**src/dtf_pkg.sv**
```systemverilog
package dtf_pkg;

    // Sector geometry
    localparam int DATA_WORDS        = 256;
    localparam int TRAILER_WORDS     = 11;
    localparam int GROUPS_PER_SECTOR = DATA_WORDS / 4;
    localparam int INPUTS_PER_SECTOR = GROUPS_PER_SECTOR * 3;
    localparam int RECORD_WORDS      = DATA_WORDS + 1 + TRAILER_WORDS;
    localparam int SECTOR_RESULTS    = 3 + TRAILER_WORDS;

    // Field and counter widths
    localparam int WORD_W   = 32;
    localparam int TRACK_W  = 15;
    localparam int SEC_W    = 2;
    localparam int POS_W    = 9;
    localparam int SEG_W    = 18;
    localparam int COUNT_W  = $clog2(INPUTS_PER_SECTOR);
    localparam int GROUP_W  = $clog2(GROUPS_PER_SECTOR);
    localparam int STEP_W   = $clog2(SECTOR_RESULTS);

    // Queue between front and back
    localparam int QUEUE_DEPTH = 4;
    localparam int QPTR_W      = $clog2(QUEUE_DEPTH);
    localparam int QCNT_W      = $clog2(QUEUE_DEPTH + 1);

    // Drum word constants
    localparam logic [WORD_W-1:0] INV_MASK  = 32'h6666_6600;
    localparam logic [WORD_W-1:0] ADDR_FLAG = 32'h8000_0000;

    typedef struct packed {
        logic [WORD_W-1:0]  file_word;
        logic [TRACK_W-1:0] track;
        logic [SEC_W-1:0]   sector;
    } t_in_item;

    typedef struct packed {
        logic [WORD_W-1:0] track_word;
        logic [POS_W-1:0]  word_position;
        logic              seek_fault;
        logic              last_of_run;
    } t_out_item;

    // How many results one job expands into
    typedef enum logic [1:0] {
        K_ONE    = 2'd0,
        K_TWO    = 2'd1,
        K_SECTOR = 2'd2
    } t_kind;

    // One classified input, handed from front to back
    typedef struct packed {
        logic [WORD_W-1:0]  d0;
        logic [WORD_W-1:0]  d1;
        logic [WORD_W-1:0]  parity;
        logic [TRACK_W-1:0] track;
        logic [SEC_W-1:0]   next_sec;
        logic [POS_W-1:0]   pos;
        logic               fault;
        t_kind              kind;
    } t_job;

    // Sector address word: flag bit plus (track*4 + sector) in bits 24..8
    function automatic logic [WORD_W-1:0] addr_word(
        input logic [TRACK_W-1:0] track,
        input logic [SEC_W-1:0]   sec
    );
        addr_word = ADDR_FLAG
                  | {{(WORD_W - TRACK_W - SEC_W - 8){1'b0}}, track, sec, 8'h00};
    endfunction

endpackage

```
**src/drum_track_formatter_core.sv**
```systemverilog
// Channel   Dir  Handshake        Payload
// input     in   push / full      i_in_item  (file_word, track, sector)
// result    out  empty / pop      o_out_item (track_word, word_position, seek_fault,
//                                             last_of_run)
// config    in   i_cfg_we         i_cfg_data (segment_count)
//
// An input is classified in the cycle it is taken and queued; one result leaves per cycle
// while pop is high. Results per input: 1, 1, 2, and 14 on the last input of a sector;
// the single output register sets the sustained rate: 268 results per 192-input sector
// (about 1.4 per input). The first result passes the job queue, then the output register.
// Reset is synchronous, active low; it clears segment_count and all sector state.
// A held result stalls the back; full rises once the four-entry job queue fills behind it.
module drum_track_formatter_core
    import dtf_pkg::*;
(
    input  logic             i_clk,
    input  logic             i_rst_n,
    input  logic             i_cfg_we,
    input  logic [SEG_W-1:0] i_cfg_data,
    input  logic             push,
    input  t_in_item         i_in_item,
    output logic             full,
    input  logic             pop,
    output logic             empty,
    output t_out_item        o_out_item
);

    t_job front_job;
    t_job head_job;
    logic q_empty;
    logic q_pop;
    logic accept;

    assign accept = push && !full;

    dtf_front u_front (
        .i_clk      (i_clk),
        .i_rst_n    (i_rst_n),
        .i_cfg_we   (i_cfg_we),
        .i_cfg_data (i_cfg_data),
        .i_accept   (accept),
        .i_item     (i_in_item),
        .o_job      (front_job)
    );

    dtf_queue u_queue (
        .i_clk   (i_clk),
        .i_rst_n (i_rst_n),
        .i_push  (accept),
        .i_job   (front_job),
        .o_full  (full),
        .i_pop   (q_pop),
        .o_empty (q_empty),
        .o_job   (head_job)
    );

    dtf_back u_back (
        .i_clk     (i_clk),
        .i_rst_n   (i_rst_n),
        .i_q_empty (q_empty),
        .i_job     (head_job),
        .o_q_pop   (q_pop),
        .i_pop     (pop),
        .o_empty   (empty),
        .o_item    (o_out_item)
    );

`ifndef ASSERT_OFF
    // a faulted result never carries data
    a_fault_zero: assert property (@(posedge i_clk) disable iff (!i_rst_n)
        (!empty && o_out_item.seek_fault) |-> (o_out_item.track_word == '0))
        else $error("faulted result carries nonzero word");

    // positions stay inside the sector record
    a_pos_range: assert property (@(posedge i_clk) disable iff (!i_rst_n)
        !empty |-> (o_out_item.word_position < POS_W'(RECORD_WORDS)))
        else $error("word position beyond sector record");

    // the parity word is always followed by address words of the same input
    a_parity_not_last: assert property (@(posedge i_clk) disable iff (!i_rst_n)
        (!empty && o_out_item.word_position == POS_W'(DATA_WORDS))
            |-> !o_out_item.last_of_run)
        else $error("parity word marked last");

    // the back end only drains the queue when it holds a job
    a_pop_nonempty: assert property (@(posedge i_clk) disable iff (!i_rst_n)
        q_pop |-> !q_empty)
        else $error("job queue popped while empty");
`endif

endmodule

```
**src/dtf_front.sv**
```systemverilog
module dtf_front
    import dtf_pkg::*;
(
    input  logic             i_clk,
    input  logic             i_rst_n,
    input  logic             i_cfg_we,
    input  logic [SEG_W-1:0] i_cfg_data,
    input  logic             i_accept,
    input  t_in_item         i_item,
    output t_job             o_job
);

    typedef enum logic [2:0] {
        PH_0 = 3'b001,
        PH_1 = 3'b010,
        PH_2 = 3'b100
    } t_phase;

    logic [SEG_W-1:0]   r_seg_count;
    logic [WORD_W-1:0]  r_held;
    logic [WORD_W-1:0]  r_parity;
    logic [COUNT_W-1:0] r_count;
    logic [GROUP_W-1:0] r_group;
    t_phase             r_phase;

    logic [WORD_W-1:0]  n_held;
    logic [WORD_W-1:0]  n_parity;
    logic [COUNT_W-1:0] n_count;
    logic [GROUP_W-1:0] n_group;
    t_phase             n_phase;

    logic [WORD_W-1:0]  w;
    logic [WORD_W-1:0]  seed;
    logic [WORD_W-1:0]  d0;
    logic [WORD_W-1:0]  d1;
    logic [SEG_W-1:0]   need;
    logic [POS_W-1:0]   offset;
    logic               end_sector;

    assign w          = i_item.file_word;
    assign end_sector = (r_count == COUNT_W'(INPUTS_PER_SECTOR - 1));
    assign seed       = (r_count == '0) ? addr_word(i_item.track, i_item.sector) : r_parity;
    // a track occupies segments track*4 .. track*4+3
    assign need       = {1'b0, i_item.track, 2'b00} + SEG_W'(4);

    // repack and classify
    always_comb begin
        d0     = '0;
        d1     = '0;
        offset = '0;
        n_held = r_held;
        unique case (r_phase)
            PH_0: begin
                d0      = {w[23:0], 8'h00} ^ INV_MASK;
                n_held  = w;
                n_phase = PH_1;
            end
            PH_1: begin
                d0      = {w[15:0], r_held[31:24], 8'h00} ^ INV_MASK;
                n_held  = w;
                offset  = POS_W'(1);
                n_phase = PH_2;
            end
            PH_2: begin
                d0      = {w[7:0], r_held[31:16], 8'h00} ^ INV_MASK;
                d1      = {w[31:8], 8'h00} ^ INV_MASK;
                offset  = POS_W'(2);
                n_phase = PH_0;
            end
            default: begin
                n_phase = PH_0;
            end
        endcase
        n_parity = seed ^ d0 ^ d1;
        if (end_sector) begin
            n_count = '0;
            n_group = '0;
            n_phase = PH_0;
        end else begin
            n_count = r_count + COUNT_W'(1);
            n_group = (r_phase == PH_2) ? r_group + GROUP_W'(1) : r_group;
        end
    end

    // job handed to the queue
    always_comb begin
        o_job.d0       = d0;
        o_job.d1       = d1;
        o_job.parity   = n_parity;
        o_job.track    = i_item.track;
        o_job.next_sec = i_item.sector + SEC_W'(1);
        o_job.pos      = POS_W'({r_group, 2'b00}) + offset;
        o_job.fault    = (need > r_seg_count);
        if (r_phase != PH_2) begin
            o_job.kind = K_ONE;
        end else if (end_sector) begin
            o_job.kind = K_SECTOR;
        end else begin
            o_job.kind = K_TWO;
        end
    end

    // state
    always_ff @(posedge i_clk) begin
        if (!i_rst_n) begin
            r_seg_count <= '0;
            r_held      <= '0;
            r_parity    <= '0;
            r_count     <= '0;
            r_group     <= '0;
            r_phase     <= PH_0;
        end else begin
            if (i_cfg_we) begin
                r_seg_count <= i_cfg_data;
            end
            if (i_accept) begin
                r_held   <= n_held;
                r_parity <= n_parity;
                r_count  <= n_count;
                r_group  <= n_group;
                r_phase  <= n_phase;
            end
        end
    end

endmodule

```
**src/dtf_queue.sv**
```systemverilog
module dtf_queue
    import dtf_pkg::*;
(
    input  logic i_clk,
    input  logic i_rst_n,
    input  logic i_push,
    input  t_job i_job,
    output logic o_full,
    input  logic i_pop,
    output logic o_empty,
    output t_job o_job
);

    t_job              r_mem [QUEUE_DEPTH];
    logic [QPTR_W-1:0] r_wr_ptr;
    logic [QPTR_W-1:0] r_rd_ptr;
    logic [QCNT_W-1:0] r_count;
    logic              do_push;
    logic              do_pop;

    assign o_full  = (r_count == QCNT_W'(QUEUE_DEPTH));
    assign o_empty = (r_count == '0);
    assign do_push = i_push && !o_full;
    assign do_pop  = i_pop && !o_empty;
    assign o_job   = r_mem[r_rd_ptr];

    // storage
    always_ff @(posedge i_clk) begin
        if (do_push) begin
            r_mem[r_wr_ptr] <= i_job;
        end
    end

    // pointers and fill level
    always_ff @(posedge i_clk) begin
        if (!i_rst_n) begin
            r_wr_ptr <= '0;
            r_rd_ptr <= '0;
            r_count  <= '0;
        end else begin
            if (do_push) begin
                r_wr_ptr <= r_wr_ptr + QPTR_W'(1);
            end
            if (do_pop) begin
                r_rd_ptr <= r_rd_ptr + QPTR_W'(1);
            end
            r_count <= r_count + QCNT_W'(do_push) - QCNT_W'(do_pop);
        end
    end

endmodule

```
**src/dtf_back.sv**
```systemverilog
module dtf_back
    import dtf_pkg::*;
(
    input  logic      i_clk,
    input  logic      i_rst_n,
    input  logic      i_q_empty,
    input  t_job      i_job,
    output logic      o_q_pop,
    input  logic      i_pop,
    output logic      o_empty,
    output t_out_item o_item
);

    logic [STEP_W-1:0] r_step;
    logic              r_valid;
    t_out_item         r_item;

    logic              load;
    logic              last_step;
    logic [WORD_W-1:0] word;
    logic [POS_W-1:0]  pos;
    logic              last;

    assign load = !r_valid || i_pop;

    // pick the word for the current step of the head job
    always_comb begin
        last_step = 1'b0;
        last      = 1'b0;
        case (r_step)
            STEP_W'(0): begin
                word      = i_job.d0;
                pos       = i_job.pos;
                last_step = (i_job.kind == K_ONE);
                last      = last_step;
            end
            STEP_W'(1): begin
                word      = i_job.d1;
                pos       = i_job.pos + POS_W'(1);
                last_step = (i_job.kind == K_TWO);
                last      = last_step;
            end
            STEP_W'(2): begin
                word = i_job.parity;
                pos  = POS_W'(DATA_WORDS);
            end
            default: begin
                word      = addr_word(i_job.track, i_job.next_sec);
                pos       = POS_W'(DATA_WORDS - 2) + POS_W'(r_step);
                last_step = (r_step == STEP_W'(SECTOR_RESULTS - 1));
                last      = last_step;
            end
        endcase
    end

    assign o_q_pop = load && !i_q_empty && last_step;

    // output register
    always_ff @(posedge i_clk) begin
        if (load && !i_q_empty) begin
            r_item.track_word    <= i_job.fault ? '0 : word;
            r_item.word_position <= pos;
            r_item.seek_fault    <= i_job.fault;
            r_item.last_of_run   <= last;
        end
    end

    // step counter and valid
    always_ff @(posedge i_clk) begin
        if (!i_rst_n) begin
            r_step  <= '0;
            r_valid <= 1'b0;
        end else if (load) begin
            r_valid <= !i_q_empty;
            if (!i_q_empty) begin
                r_step <= last_step ? '0 : r_step + STEP_W'(1);
            end
        end
    end

    assign o_empty = !r_valid;
    assign o_item  = r_item;

endmodule

```
**config.mk**
```make
export PLATFORM = sky130hd
export DESIGN_NAME = drum_track_formatter_core
export DESIGN_NICKNAME = d
export VERILOG_FILES = /design/src/dtf_pkg.sv /design/src/drum_track_formatter_core.sv /design/src/dtf_front.sv /design/src/dtf_queue.sv /design/src/dtf_back.sv
export SDC_FILE = /design/constraint.sdc
export NUM_CORES = 1
export LEC_CHECK = 0
export BUFFER_PORTS_ARGS = -buffer_cell sky130_fd_sc_hd__buf_2
export CAP_MARGIN = 5
export CORE_ASPECT_RATIO = 2
export CORE_MARGIN = 2
export CORE_UTILIZATION = 60
export DETAILED_ROUTE_END_ITERATION = 12
export PLACE_DENSITY = 0.83
export SYNTH_ARGS = -nofsm -noshare
export SYNTH_HDL_FRONTEND = slang
export SYNTH_SLANG_ARGS = --single-unit
export TNS_END_PERCENT = 50
```
**constraint.sdc**
```tcl
create_clock -name i_clk -period 9.2 [get_ports i_clk]
set_input_delay 0.46 -clock i_clk [delete_from_list [all_inputs] [get_ports i_clk]]
set_output_delay 0.46 -clock i_clk [all_outputs]
set_load 0.02 [all_outputs]
```
Word level (Yosys, flattened, before mapping)
Memories as Yosys holds them, arrays and structs flattened. A register that Yosys moved wholly into a read port is not among the register bits.
Cells that the tools add are included.
- multiplexer cells: 19
- bitwise gates (word level): 7
- reduce and logical (&&, ||, !) cells: 18
- equal/unequal tests: 10
- order comparisons: 1
- add/sub/neg operators: 12
- operators by type and width (cell ; number):
    case mux 32 bit (3 select lines) ; 2
    two-way mux 32 bit ; 2
    bitwise XOR 32 bit ; 2
    inverter 12 bit ; 4
    case mux 9 bit (3 select lines) ; 1
    adder 17 x 3 -> 18 bit, second input constant ; 1
    greater-than comparator 18 bit ; 1
    two-way mux 6 bit ; 2
    adder 8 x 2 -> 9 bit ; 1
    adder 8 x 4 -> 9 bit, first input constant ; 1
    adder 9 x 1 -> 9 bit, second input constant ; 1
    adder 8 x 1 -> 8 bit, second input constant ; 1
    equality test 8 bit, second input constant ; 1
    logical NOT 8 bit ; 1
    two-way mux 2 bit ; 4
    two-way mux 8 bit ; 1
    adder 2 x 1 -> 2 bit, second input constant ; 3
    adder 6 x 1 -> 6 bit, second input constant ; 1
    equality test 3 bit, second input constant ; 2
    case mux 3 bit (2 select lines) ; 1
    AND reduction 2 bit ; 3
    logical AND 1 bit ; 5
    adder 4 x 1 -> 4 bit, second input constant ; 1
    equality test 4 x 1 -> 1 bit, second input constant ; 1
    other kinds (21) ; 24
- bits in writable memories: 500
- logic and storage cells: 83
- memories kept: 1
- input port bits: 72
- flip-flop bits (word level): 154
- memory list (name ; words ; bits a word ; rd ports ; clocked after Yosys merged registers in ; wr ports ; RTL line ; RTL):
    u_queue.r_mem ; 4 ; 125 ; 1 ; 1 ; 1 ; dtf_queue.sv:14 ; t_job r_mem [QUEUE_DEPTH];

Depth between registers and ports, before layout
Gate-level depths: netlist of run 1.
- depth in word-level cells: 7
- gate-level depth with buffers: 15

By module
A second synthesis of run 1 with hierarchy kept.
- cell total of the unflattened synthesis: 1716
- area, all modules: 27237.4 um2
- by module, submodules not included (module ; times used ; sequential area each (um2) ; area each (um2) ; cells each):
    dtf_queue ; 1 ; 15194.6 ; 18479.0 ; 704
    dtf_front ; 1 ; 1661.6 ; 6093.3 ; 756
    dtf_back ; 1 ; 1391.3 ; 2651.3 ; 255
    drum_track_formatter_core ; 1 ; 0.0 ; 13.8 ; 1

Least setup slack after synthesis of run 1
No wires, ideal clock.
- kind: flip-flop to flip-flop
- start: register u_queue.r_count[1]
- end: memory u_queue.r_mem[0][0] in the netlist's numbering, enable pin
- data required time: 8.721 ns
- arrival time: 3.785 ns
- clock period less this slack: 4.265 ns
- cell stages (with the launch flop): 7
- slack: 4.935 ns
- cell sequence: dfxtp_1 -> nor3b_1 -> nand2b_1 -> buf_2 -> clkinv_1 -> clkbuf_1 -> and2_1
- cells in the longest elaborated chain, start to end: 6
- ends and longest elaborated chain (element ; RTL line ; RTL):
    start, declared ; dtf_queue.sv:17 ; logic [QCNT_W-1:0] r_count;
    start signal, assigned ; dtf_queue.sv:47 ; r_count <= r_count + QCNT_W'(do_push) - QCNT_W'(do_pop);
    equality test 3 bit ; dtf_queue.sv:21 ; assign o_full = (r_count == QCNT_W'(QUEUE_DEPTH));
    via full ; drum_track_formatter_core.sv:22 ; output logic full,
    logical NOT 1 bit ; drum_track_formatter_core.sv:34 ; assign accept = push && !full;
    logical AND 1 bit ; drum_track_formatter_core.sv:34 ;
    via accept ; drum_track_formatter_core.sv:32 ; logic accept;
    logical AND 1 bit ; dtf_queue.sv:23 ; assign do_push = i_push && !o_full;
    two-way mux 1 bit ; dtf_queue.sv:29 ; if (do_push) begin
    two-way mux 1 bit (not written as such) ; dtf_queue.sv:30 ; r_mem[r_wr_ptr] <= i_job;
    end, declared ; dtf_queue.sv:14 ;
The timed path passes the listed nets, and every way through them passes these cells.

Worst setup path after layout of run 1
- start: register u_back.r_step[1]
- end: register u_queue.r_count[2]
- cells in the longest elaborated chain, start to end: 5
- elaborated cells on any way between the ends: 8
- those cells by class: add/sub (1); eq/ne (3); mux (1); reduce/logical (3)
- ends and longest elaborated chain (element ; RTL line ; RTL):
    start, declared ; dtf_back.sv:14 ; logic [STEP_W-1:0] r_step;
    start signal, assigned ; dtf_back.sv:76 ; r_step <= last_step ? '0 : r_step + STEP_W'(1);
    equality test 4 bit, or another cell as far along ; dtf_back.sv:50 ; last_step = (r_step == STEP_W'(SECTOR_RESULTS - 1));
    case mux 1 bit (3 select lines) * ; dtf_back.sv:30 ; case (r_step)
    logical AND 1 bit * ; dtf_back.sv:56 ; assign o_q_pop = load && !i_q_empty && last_step;
    logical AND 1 bit * ; dtf_queue.sv:24 ; assign do_pop = i_pop && !o_empty;
    via u_queue.do_pop ; dtf_queue.sv:19 ; logic do_pop;
    subtractor 3 x 1 -> 3 bit * ; dtf_queue.sv:47 ;
The timed path passes the listed nets; every way through them passes the cells marked *.
A chain may end at the register's enable or synchronous reset.

==> flow_summary_export.csv, run 1 <==
group,metric,value,unit
grt,grt_first_pass_wirelength,89800,um
placement,portBuffers,116,
pwr,internal_power,5.33,mW
critical_path,ff2ff_setup_slack,5050,ps
synthesis,synth.top_cell.area_share,58.5,%
critical_path,cp.required,9660,ps
clock_tree,cts_hold_buffers,0,
floorplan,coreArea,40200,um^2
sta,max_freq,0.241,GHz
clock_tree,cts.path.max_buffers,3,
job,max_cap_violations,0,
pwr,max-vdd-ir-drop,183,uV
synthesis,netlist_instances,1606,
placement,dp_hpwl,38400,um
sta,holdWs,154,ps
clock_tree,clk_latency,570,ps
critical_path,critPathKind,"reg -> reg",
sta,finalHoldViolCount,0,
synthesis,synth-edff-count,475,
layout,regArea,16200,um^2
pwr,power_leakage,9.16,nW
layout,multiInputGateArea,7620,um^2
clock_tree,numCtsBuffers,45,
grt,overflow,0,
route,dr.first_iter.drc_count,1583,
route,drc_errors,0,
critical_path,endpoint_kind,"flop",
synthesis,yosys_warnings,0,
pwr,comb_power_share,26.9,%
clock_tree,post_cts_resize_count,0,
layout,drive_gt1_share,20.3,%
clock_tree,cts_tree,"done",
sta,tns,0,ps
critical_path,cpMaxStageDelayCell,"nor3b_2",
pwr,p_clk_share,27.6,%
synthesis,syn_area_per_cell,15.2,um^2
synthesis,synth_area_leaders,"edfxtp_1, mux4_2, dfxtp_1",
clock_tree,clk_pin_slew_worst_paths,70,ps
route,drtPass1Iterations,6,
floorplan,die_height,289,um
sta,rsz0062_at_grt,"no",
sta,final-setup-viol-count,0,
sta,slew_violations,0,
sta,period_share,45.1,%
synthesis,synth_ff_type,"edfxtp_1",
sta,worst_pin_slew,1270,ps
floorplan,design.die.area,42400,um^2
route,via_count,15000,
synthesis,yosys.area.top_type,"edfxtp_1",
sta,clock_skew,18.1,ps
sta,max-slew-margin-rel,15.0,%
route,wl,60300,um
critical_path,arrival,4610,ps
synthesis,syn_nets,1713,
route,via_per_inst,6.60,
route,antenna_left,0,
critical_path,start_kind,"flop",
floorplan,die_w,147,um
floorplan,io_pins,117,
pwr,switching_share,30.9,%
pwr,p_seq_share,45.5,%
layout,fin_util,67.4,%
synthesis,seq_area_frac_synth,66.5,%
clock_tree,htreeDepth,2,
sta,min_period,4150,ps
synthesis,async_reset_ff_share,0,%
pwr,power-per-cell-area,285,nW/um^2
synthesis,synth_seq_cells,572,
grt,grt_use_total,28.5,%
placement,place.gp.congestion,0.875,
route,post_drt_wl_per_cell,26.6,um
grt,grt_max_degree,88,
clock_tree,post-cts-setup-buffer-count,0,
grt,grt_pass1_vias,15400,
synthesis,synth.distinct_cells,63,
floorplan,start_util,60.6,%
critical_path,critPathMaxFanout,20,
grt,antenna_found_initial,2,
critical_path,critPathMaxStageDelay,1020,ps
layout,fillers,2603,
hold_path,hold_class,"in -> reg",
clock_tree,ctsRootBufferMaster,"clkbuf_16",
critical_path,crit_chain,"inv_1 > ha_1 > buf_4 > nor3b_2 > mux2_2 > a32oi_2 > nor2_1 > ha_1 > inv_1 > ha_1 > inv_1 > fa_1 > xnor2_1 > xnor2_1 > and2_1",
layout,fin_nets,1808,
pwr,total_power,7.72,mW
clock_tree,cts_sinks,572,
pwr,power.net_switching,2.38,mW
synthesis,synthesis.area,24400,um^2
outcome,outcome,"finished, final reports clean",
floorplan,rows,104,
layout,syn_to_final_growth,11.1,%
-- layer usage --
metal	vias up	routed length [um]	GRT usage, %
met1	7413	19700	31.8
met2	910	31500	50.9
met3	273	4440	3.59
met4	0	4610	19.4
li1	6396	-	-
met5	-	0	0
-- critical path: cells and delay by family (launching register included) --
kind / cells / cell delay, ps
AOI/OAI and AO/OA: 1 / 130
buffers and inverters: 4 / 640
adders and majority gates: 4 / 930
xor gates and xnor gates: 2 / 270
muxes: 1 / 350
DFF: 1 / 380
and+or+nand+nor: 3 / 1340
-- cells by family (layout without fill, tap and decap cells) --
logic type      after synthesis  count (layout)  share of synthesized area (%)
mux                         145             145                           11.5
fa+ha+maj                    35              35                           1.83
flops                       572             572                           66.5
xor+xnor                     54              54                           1.94
simple gates                406             406                           8.81
compound gates              253             253                           7.01
buf+inv                     141             273                           2.45
other cells                   0               2                              0
-- power by group through the flow --
stage | sequential [mW] | clock, mW | combinational, mW
after floorplan | 3.63 | 0 | 1.31
after global placement | 3.54 | 0 | 2.00
after detailed placement | 3.57 | 0 | 2.06
after CTS | 3.51 | 2.14 | 2.07
after global routing | 3.55 | 2.22 | 2.20
final | 3.51 | 2.13 | 2.08
-- sequential cells by signal (all words and copies together), names as in the netlist, named ones only --
name	flops
u_queue.r_mem	432
u_back.o_item	43
u_front.r_parity	32
u_front.r_seg_count	18
u_front.r_held	16
u_front.r_count	8
u_front.r_group	6
u_back.r_step	4
u_front.r_phase	3
u_queue.r_count	3
u_queue.r_rd_ptr	2
u_queue.r_wr_ptr	2
u_back.r_valid	1
-- synth_stat cells (21+ instances only) --
master / instances
nor2_1: 66
xor2_1: 26
o21ai_0: 36
a21boi_0: 21
a21oi_1: 54
ha_1: 34
edfxtp_1: 475
nor2b_1: 50
nand3_1: 51
a22oi_1: 35
dfxtp_1: 97
clkbuf_1: 55
o211ai_1: 22
and2_1: 35
nand2_1: 88
xnor2_1: 28
mux4_2: 108
and3_1: 22
inv_1: 52
mux2i_1: 36
-- metrics by stage --
stage	instances	cell area (um^2)	setup slack (ps)
3_5_place_dp	2184	25400	5040
4_1_cts	2268	27100	5040
3_3_place_gp	2184	25400	5170
6_report	2270	27100	5050
5_1_grt	2270	27100	4900
2_1_floorplan	1606	24400	4940
-- area by class of cell --
type	count	area share, %
inverters	54	0.767
multi-input cells	893	28.1
clock buffers	52	4.56
flip-flops and latches	572	59.9
repair buffers	135	2.72
diodes	2	0.0185
well taps	530	2.45
clock inverters	32	1.49
-- placed cells by master, fill, tap and decap left out, types with 6 or more instances in the layout --
| cell | n |
|---|---|
| clkbuf_16 | 47 |
| ha_1 | 34 |
| or4_1 | 17 |
| o21ai_0 | 36 |
| nand2_1 | 88 |
| inv_1 | 51 |
| o21ai_1 | 6 |
| mux4_2 | 108 |
| buf_2 | 116 |
| and3_1 | 22 |
| a41oi_1 | 6 |
| mux2i_1 | 36 |
| a21oi_1 | 54 |
| o22ai_1 | 12 |
| a21o_1 | 6 |
| o211ai_1 | 22 |
| nor2b_1 | 50 |
| nor2_1 | 66 |
| clkinv_2 | 8 |
| o21a_1 | 8 |
| edfxtp_1 | 475 |
| nand4_1 | 11 |
| a21boi_0 | 21 |
| a22oi_1 | 35 |
| o31ai_1 | 6 |
| buf_4 | 18 |
| nor3_1 | 15 |
| nand3_1 | 51 |
| xor2_1 | 26 |
| bufinv_16 | 8 |
| and2_1 | 31 |
| o22a_1 | 13 |
| nand2b_1 | 11 |
| xnor2_1 | 28 |
| or2_2 | 9 |
| dfxtp_1 | 95 |
-- path summary, 6_finish.rpt --
path | cells after the start | to | start
worst max-delay path | 15 | u_queue.r_count[2]$_SDFF_PN0_ | u_back.r_step[1]$_SDFFE_PN0P_
worst min-delay path | 3 | u_front.r_seg_count[7]$_SDFFE_PN0P_ | i_cfg_data[7]
worst max register to register | 15 | u_queue.r_count[2]$_SDFF_PN0_ | u_back.r_step[1]$_SDFFE_PN0P_
worst min register to register | 1 | u_front.r_parity[2]$_SDFFE_PN0P_ | u_front.r_parity[2]$_SDFFE_PN0P_
(Power assumes the default switching activity.)
==> inputs of run 2 (changes only) <==
--- a/config.mk
+++ b/config.mk
@@ -9,9 +9,9 @@
 export CAP_MARGIN = 5
 export CORE_ASPECT_RATIO = 2
 export CORE_MARGIN = 2
-export CORE_UTILIZATION = 60
+export CORE_UTILIZATION = 55
 export DETAILED_ROUTE_END_ITERATION = 12
-export PLACE_DENSITY = 0.83
+export PLACE_DENSITY = 0.8
 export SYNTH_ARGS = -nofsm -noshare
 export SYNTH_HDL_FRONTEND = slang
 export SYNTH_SLANG_ARGS = --single-unit
==> constraint.sdc (replaced) <==
create_clock -name i_clk -period 3.6 [get_ports i_clk]
set_input_delay 0.18 -clock i_clk [delete_from_list [all_inputs] [get_ports i_clk]]
set_output_delay 0.18 -clock i_clk [all_outputs]
set_load 0.02 [all_outputs]
==> run 2 against run 1 <==
Effect of this change: largest power group unchanged; power rose to 2.5 times the previous value; highest routed layer unchanged; critical path depth fell by 3; first-iteration DRC count fell by 11%; final cell count rose by 4.5%.
==> flow_summary_export.csv, run 2 (same netlist as run 1, synthesis figures left out) <==
group,metric,value,unit
layout,layout_common_cells,"edfxtp_1, buf_2, mux4_2",
layout,layout.cells.non_filler,2373,
clock_tree,clk_latency,580,ps
clock_tree,cts_hold_buffers,53,
critical_path,endpoint_kind,"flop",
sta,min_period,3140,ps
grt,grt_first_pass_wirelength,91400,um
grt,grt.busiest_layer,"met2",
floorplan,start_util,55.3,%
sta,finalHoldViolCount,0,
route,dr.first_iter.drc_count,1404,
grt,grt_use_met1,28.9,%
clock_tree,cts_tree,"done",
sta,worst_pin_slew,1170,ps
clock_tree,clk_pin_slew_worst_paths,70,ps
layout,stdcell_area,27700,um^2
floorplan,coreArea,44100,um^2
critical_path,arrival,3610,ps
clock_tree,cts.path.max_buffers,3,
route,antenna_left,0,
clock_tree,post_cts_resize_count,0,
route,wl,61200,um
critical_path,start_kind,"flop",
pwr,total_power,19.4,mW
sta,tns,0,ps
pwr,power-per-cell-area,701,nW/um^2
layout,fin_nets,1888,
grt,grt_use_total,26.3,%
grt,grt_max_degree,100,
hold_path,hold_class,"in -> reg",
grt,antenna_found_initial,0,
route,via_count,15400,
layout,fillers,3082,
layout,regMostFlops,"u_queue.r_mem",
placement,placedInstanceArea,25700,um^2
floorplan,design.die.area,46100,um^2
critical_path,critPathMaxFanout,10,
pwr,power_leakage,9.43,nW
sta,clock_skew,19.1,ps
sta,slew_violations,0,
floorplan,die_height,302,um
sta,max-slew-margin-rel,20.9,%
clock_tree,ctsRootBufferMaster,"clkbuf_16",
sta,rsz0062_at_grt,"no",
floorplan,die_w,153,um
layout,final_common_cell,"edfxtp_1",
clock_tree,cts_sinks,572,
layout,largest_reg_flops,432,
clock_tree,htreeDepth,2,
grt,grt.met2_usage,47.5,%
grt,met3_usage,3.35,%
layout,syn_to_final_growth,13.6,%
sta,period_share,87.1,%
placement,place_worst_setup_slack,539,ps
route,via_per_inst,6.47,
outcome,outcome,"finished, final reports clean",
layout,drive_gt1_share,20.1,%
critical_path,cp.required,4080,ps
sta,final-setup-viol-count,0,
route,drtPass1Iterations,6,
sta,setup_ws,464,ps
clock_tree,numCtsBuffers,47,
grt,overflow,0,
sta,max_freq,0.319,GHz
placement,portBuffers,116,
pwr,max-vdd-ir-drop,597,uV
placement,dp_hpwl,38600,um
floorplan,rows,109,
grt,grt_pass1_vias,15700,
placement,place.gp.congestion,0.850,
critical_path,critPathKind,"reg -> reg",
route,post_drt_wl_per_cell,25.8,um
layout,antenna_cells,0,
floorplan,io_pins,117,
route,drc_errors,0,
job,max_cap_violations,0,
placement,place_inst,2234,
clock_tree,post-cts-setup-buffer-count,0,
==> run 2: worst paths after layout <==
kind	end	cells after the start	from	slack (ps)
max	u_queue.r_count[2]$_SDFF_PN0_	12	flop	460
min reg2reg	u_front.r_parity[6]$_SDFFE_PN0P_	1	u_front.r_parity[6]$_SDFFE_PN0P_	460
min	u_queue.r_mem[3][70]$_DFFE_PP_	2	i_in_item[26]	20
max reg2reg	u_queue.r_count[2]$_SDFF_PN0_	12	flop	460
==> run 2: area by class of cell <==
cell class	instances	area, um^2	share of cell area, %
clock buffer	69	1330	4.80
sequential	572	16200	58.5
tap	555	694	2.51
timing repair buffer	213	1500	5.43
multi-input combinational	893	7620	27.5
inverter	54	208	0.750
clock inverter	17	123	0.443
==> run 2: worst max-delay path: stages, from the launching register on <==
cell	delay (ps)
dfxtp_4	480
mux4_2	540
mux2_2	300
a32oi_2	210
nor2_1	80
ha_1	310
inv_1	60
ha_1	130
inv_1	50
fa_1	390
xnor2_1	230
xnor2_1	100
and2_1	160
==> run 2: per-stage QoR <==
stage,hold WS [ps],util [%]
after floorplan,279,-
after global placement,433,58.4
after detailed placement,442,58.4
after CTS,8.16,62.9
after global routing,32.5,62.9
final,24.5,62.9
==> run 2: layer usage <==
metal	part of all wire, %	routed length [um]
met4	7.2	4390
met5	0	0
met3	7.2	4390
met2	53	32100
met1	33	20300
==> run 2: power by group <==
group | internal (mW) | switching (mW) | total (mW)
registers | 8.55 | 0.400 | 8.96
logic | 2.13 | 3.39 | 5.53
clock network | 2.64 | 2.28 | 4.92
total | 13.3 | 6.07 | 19.4
==> inputs of run 3 (changes only) <==
--- a/config.mk
+++ b/config.mk
@@ -11,7 +11,7 @@
 export CORE_MARGIN = 2
 export CORE_UTILIZATION = 55
 export DETAILED_ROUTE_END_ITERATION = 12
-export PLACE_DENSITY = 0.8
+export PLACE_DENSITY = 0.75
 export SYNTH_ARGS = -nofsm -noshare
 export SYNTH_HDL_FRONTEND = slang
 export SYNTH_SLANG_ARGS = --single-unit
==> run 3 against run 2 <==
Effect of this change: clock skew up 5.5 ps; sequential cell count unchanged; die area unchanged; non-clock buffer count up 1; power up 2.2%; first-iteration DRC count down 6.3%; routed wire length up 3.2%; maximum frequency up 2.5%; critical path type unchanged; critical endpoint unchanged.
==> flow_summary_export.csv, run 3 (same netlist as run 1, synthesis figures left out) <==
group,metric,value,unit
outcome,outcome,"finished, final reports clean",
grt,grt_use_total,27.3,%
route,dr.first_iter.drc_count,1315,
critical_path,crit_chain,"inv_1 > ha_1 > nor3b_2 > mux2_2 > a32oi_2 > nor2_1 > ha_1 > inv_1 > ha_1 > inv_1 > fa_1 > xnor2_1 > xnor2_1 > and2_1",
layout,fin_util,63.1,%
sta,worst_pin_slew,1280,ps
critical_path,crit_family,"adder cells",
placement,place.gp.congestion,0.869,
grt,antenna_found_initial,4,
clock_tree,clk_latency,580,ps
route,drc_errors,0,
grt,grt_first_pass_wirelength,94300,um
sta,finalHoldViolCount,0,
layout,drive_gt1_share,20.3,%
route,wl,63100,um
sta,slew_violations,0,
clock_tree,cts.path.max_buffers,3,
critical_path,ff2ff_setup_slack,540,ps
sta,holdWs,17.0,ps
critical_path,critPathMaxFanout,7,
critical_path,arrival,3530,ps
layout,syn_to_final_growth,14.0,%
sta,final-setup-viol-count,0,
pwr,power.net_switching,6.21,mW
hold_path,holdPathStages,2,
grt,grt_max_degree,101,
job,max_cap_violations,0,
layout,fin_nets,1888,
critical_path,rr_endpoint,"u_queue.r_count[2]$_SDFF_PN0_",
floorplan,rows,109,
floorplan,die_height,302,um
critical_path,critPathKind,"reg -> reg",
route,via_count,15200,
placement,dp_hpwl,40500,um
grt,overflow,0,
clock_tree,clk_pin_slew_worst_paths,70,ps
route,post_drt_wl_per_cell,26.6,um
clock_tree,ctsRootBufferMaster,"clkbuf_16",
critical_path,path_buf_inv,3,
clock_tree,numCtsBuffers,46,
layout,antenna_cells,0,
placement,portBuffers,116,
sta,period_share,85.0,%
layout,regMostFlops,"u_queue.r_mem",
pwr,power-per-cell-area,713,nW/um^2
clock_tree,htreeDepth,2,
layout,layout_common_cells,"edfxtp_1, buf_2, mux4_2",
floorplan,io_pins,117,
pwr,p_seq_share,45.1,%
pwr,switching_share,31.3,%
clock_tree,cts_sinks,572,
hold_path,hold_path_end,"u_queue.r_mem[3][74]$_DFFE_PP_",
sta,rsz0062_at_grt,"no",
floorplan,design.die.area,46100,um^2
pwr,total_power,19.8,mW
route,antenna_left,0,
grt,grt_pass1_vias,15700,
route,via_per_inst,6.41,
floorplan,coreArea,44100,um^2
sta,tns,0,ps
sta,clock_skew,24.5,ps
floorplan,start_util,55.3,%
layout,largest_reg_flops,432,
critical_path,cpMaxStageDelayCell,"dfxtp_1",
critical_path,r2r_cells,14,
pwr,max-vdd-ir-drop,564,uV
pwr,power_leakage,9.48,nW
placement,placedInstanceArea,25700,um^2
pwr,internal_power,13.6,mW
sta,max_freq,0.327,GHz
sta,max-slew-margin-rel,14.6,%
critical_path,critPathMaxStageDelay,480,ps
critical_path,rr_startpoint,"u_back.r_step[1]$_SDFFE_PN0P_",
sta,min_period,3060,ps
critical_path,start_kind,"flop",
hold_path,hp-start,"i_in_item[30]",
critical_path,cp.required,4070,ps
layout,final_common_cell,"edfxtp_1",
critical_path,endpoint_kind,"flop",
hold_path,hold_class,"in -> reg",
clock_tree,cts_tree,"done",
pwr,p_clk_share,26.5,%
pwr,comb_power_share,28.5,%
floorplan,die_w,153,um
layout,stdcell_area,27800,um^2
route,drtPass1Iterations,6,
==> run 3: worst max-delay path by stage <==
stage | startpoint | end | slack (ps) | cells after the start
6_report | u_back.r_step[1]$_SDFFE_PN0P_ | u_queue.r_count[2]$_SDFF_PN0_ | 540 | 14
5_1_grt | u_back.r_step[1]$_SDFFE_PN0P_ | u_queue.r_count[2]$_SDFF_PN0_ | 380 | 14
4_1_cts | u_back.r_step[1]$_SDFFE_PN0P_ | u_queue.r_count[2]$_SDFF_PN0_ | 540 | 14
3_5_place_dp | u_back.r_step[1]$_SDFFE_PN0P_ | u_queue.r_count[2]$_SDFF_PN0_ | 560 | 14
3_3_place_gp | u_back.r_step[1]$_SDFFE_PN0P_ | u_queue.r_count[2]$_SDFF_PN0_ | 610 | 14
2_1_floorplan | u_queue.r_count[1]$_SDFF_PN0_ | u_queue.r_mem[0][0]$_DFFE_PP_ | -660 | 6
==> run 3: final cells by class <==
type	count	area, um^2
flip-flops and latches	572	16200
repair buffers	214	1500
fillers	3114	16300
well taps	555	694
multi-input cells	893	7630
clock buffers	56	1210
clock inverters	28	347
inverters	54	208
==> run 3: what timing repair did <==
| item | in CTS | in global routing |
|---|---|---|
| hold buffers | 52 | 0 |
| gates resized for setup | 0 | 0 |
| endpoints found under the hold margin | 107 | 0 |
| setup buffers | 0 | 0 |
| setup endpoints to repair | 0 | 0 |
==> run 3: per-stage QoR <==
| stage | worst slack, ps | std cells |
|---|---|---|
| 2_1_floorplan | -664 | 1606 |
| 3_3_place_gp | 607 | 2236 |
| 3_5_place_dp | 560 | 2236 |
| 4_1_cts | 540 | 2372 |
| 5_1_grt | 377 | 2372 |
| 6_report | 540 | 2372 |
==> run 3: power groups by stage <==
| stage | Combinational [mW] | Clock (mW) | Sequential (mW) |
|---|---|---|---|
| floorplan | 3.35 | 0 | 9.27 |
| global placement | 5.44 | 0 | 9.01 |
| detailed placement | 5.57 | 0 | 9.07 |
| CTS | 5.64 | 5.30 | 8.94 |
| global route | 6.00 | 5.52 | 9.01 |
| finish | 5.64 | 5.25 | 8.93 |
==> run 3: metal layers <==
| layer | wire [um] | track usage [%] | share of wire [%] |
|---|---|---|---|
| met3 | 4680 | 4.27 | 7.4 |
| met2 | 33300 | 49.0 | 53 |
| met1 | 20600 | 30.4 | 33 |
| met4 | 4400 | 17.3 | 7.0 |
| met5 | 59 | 0 | 0.093 |
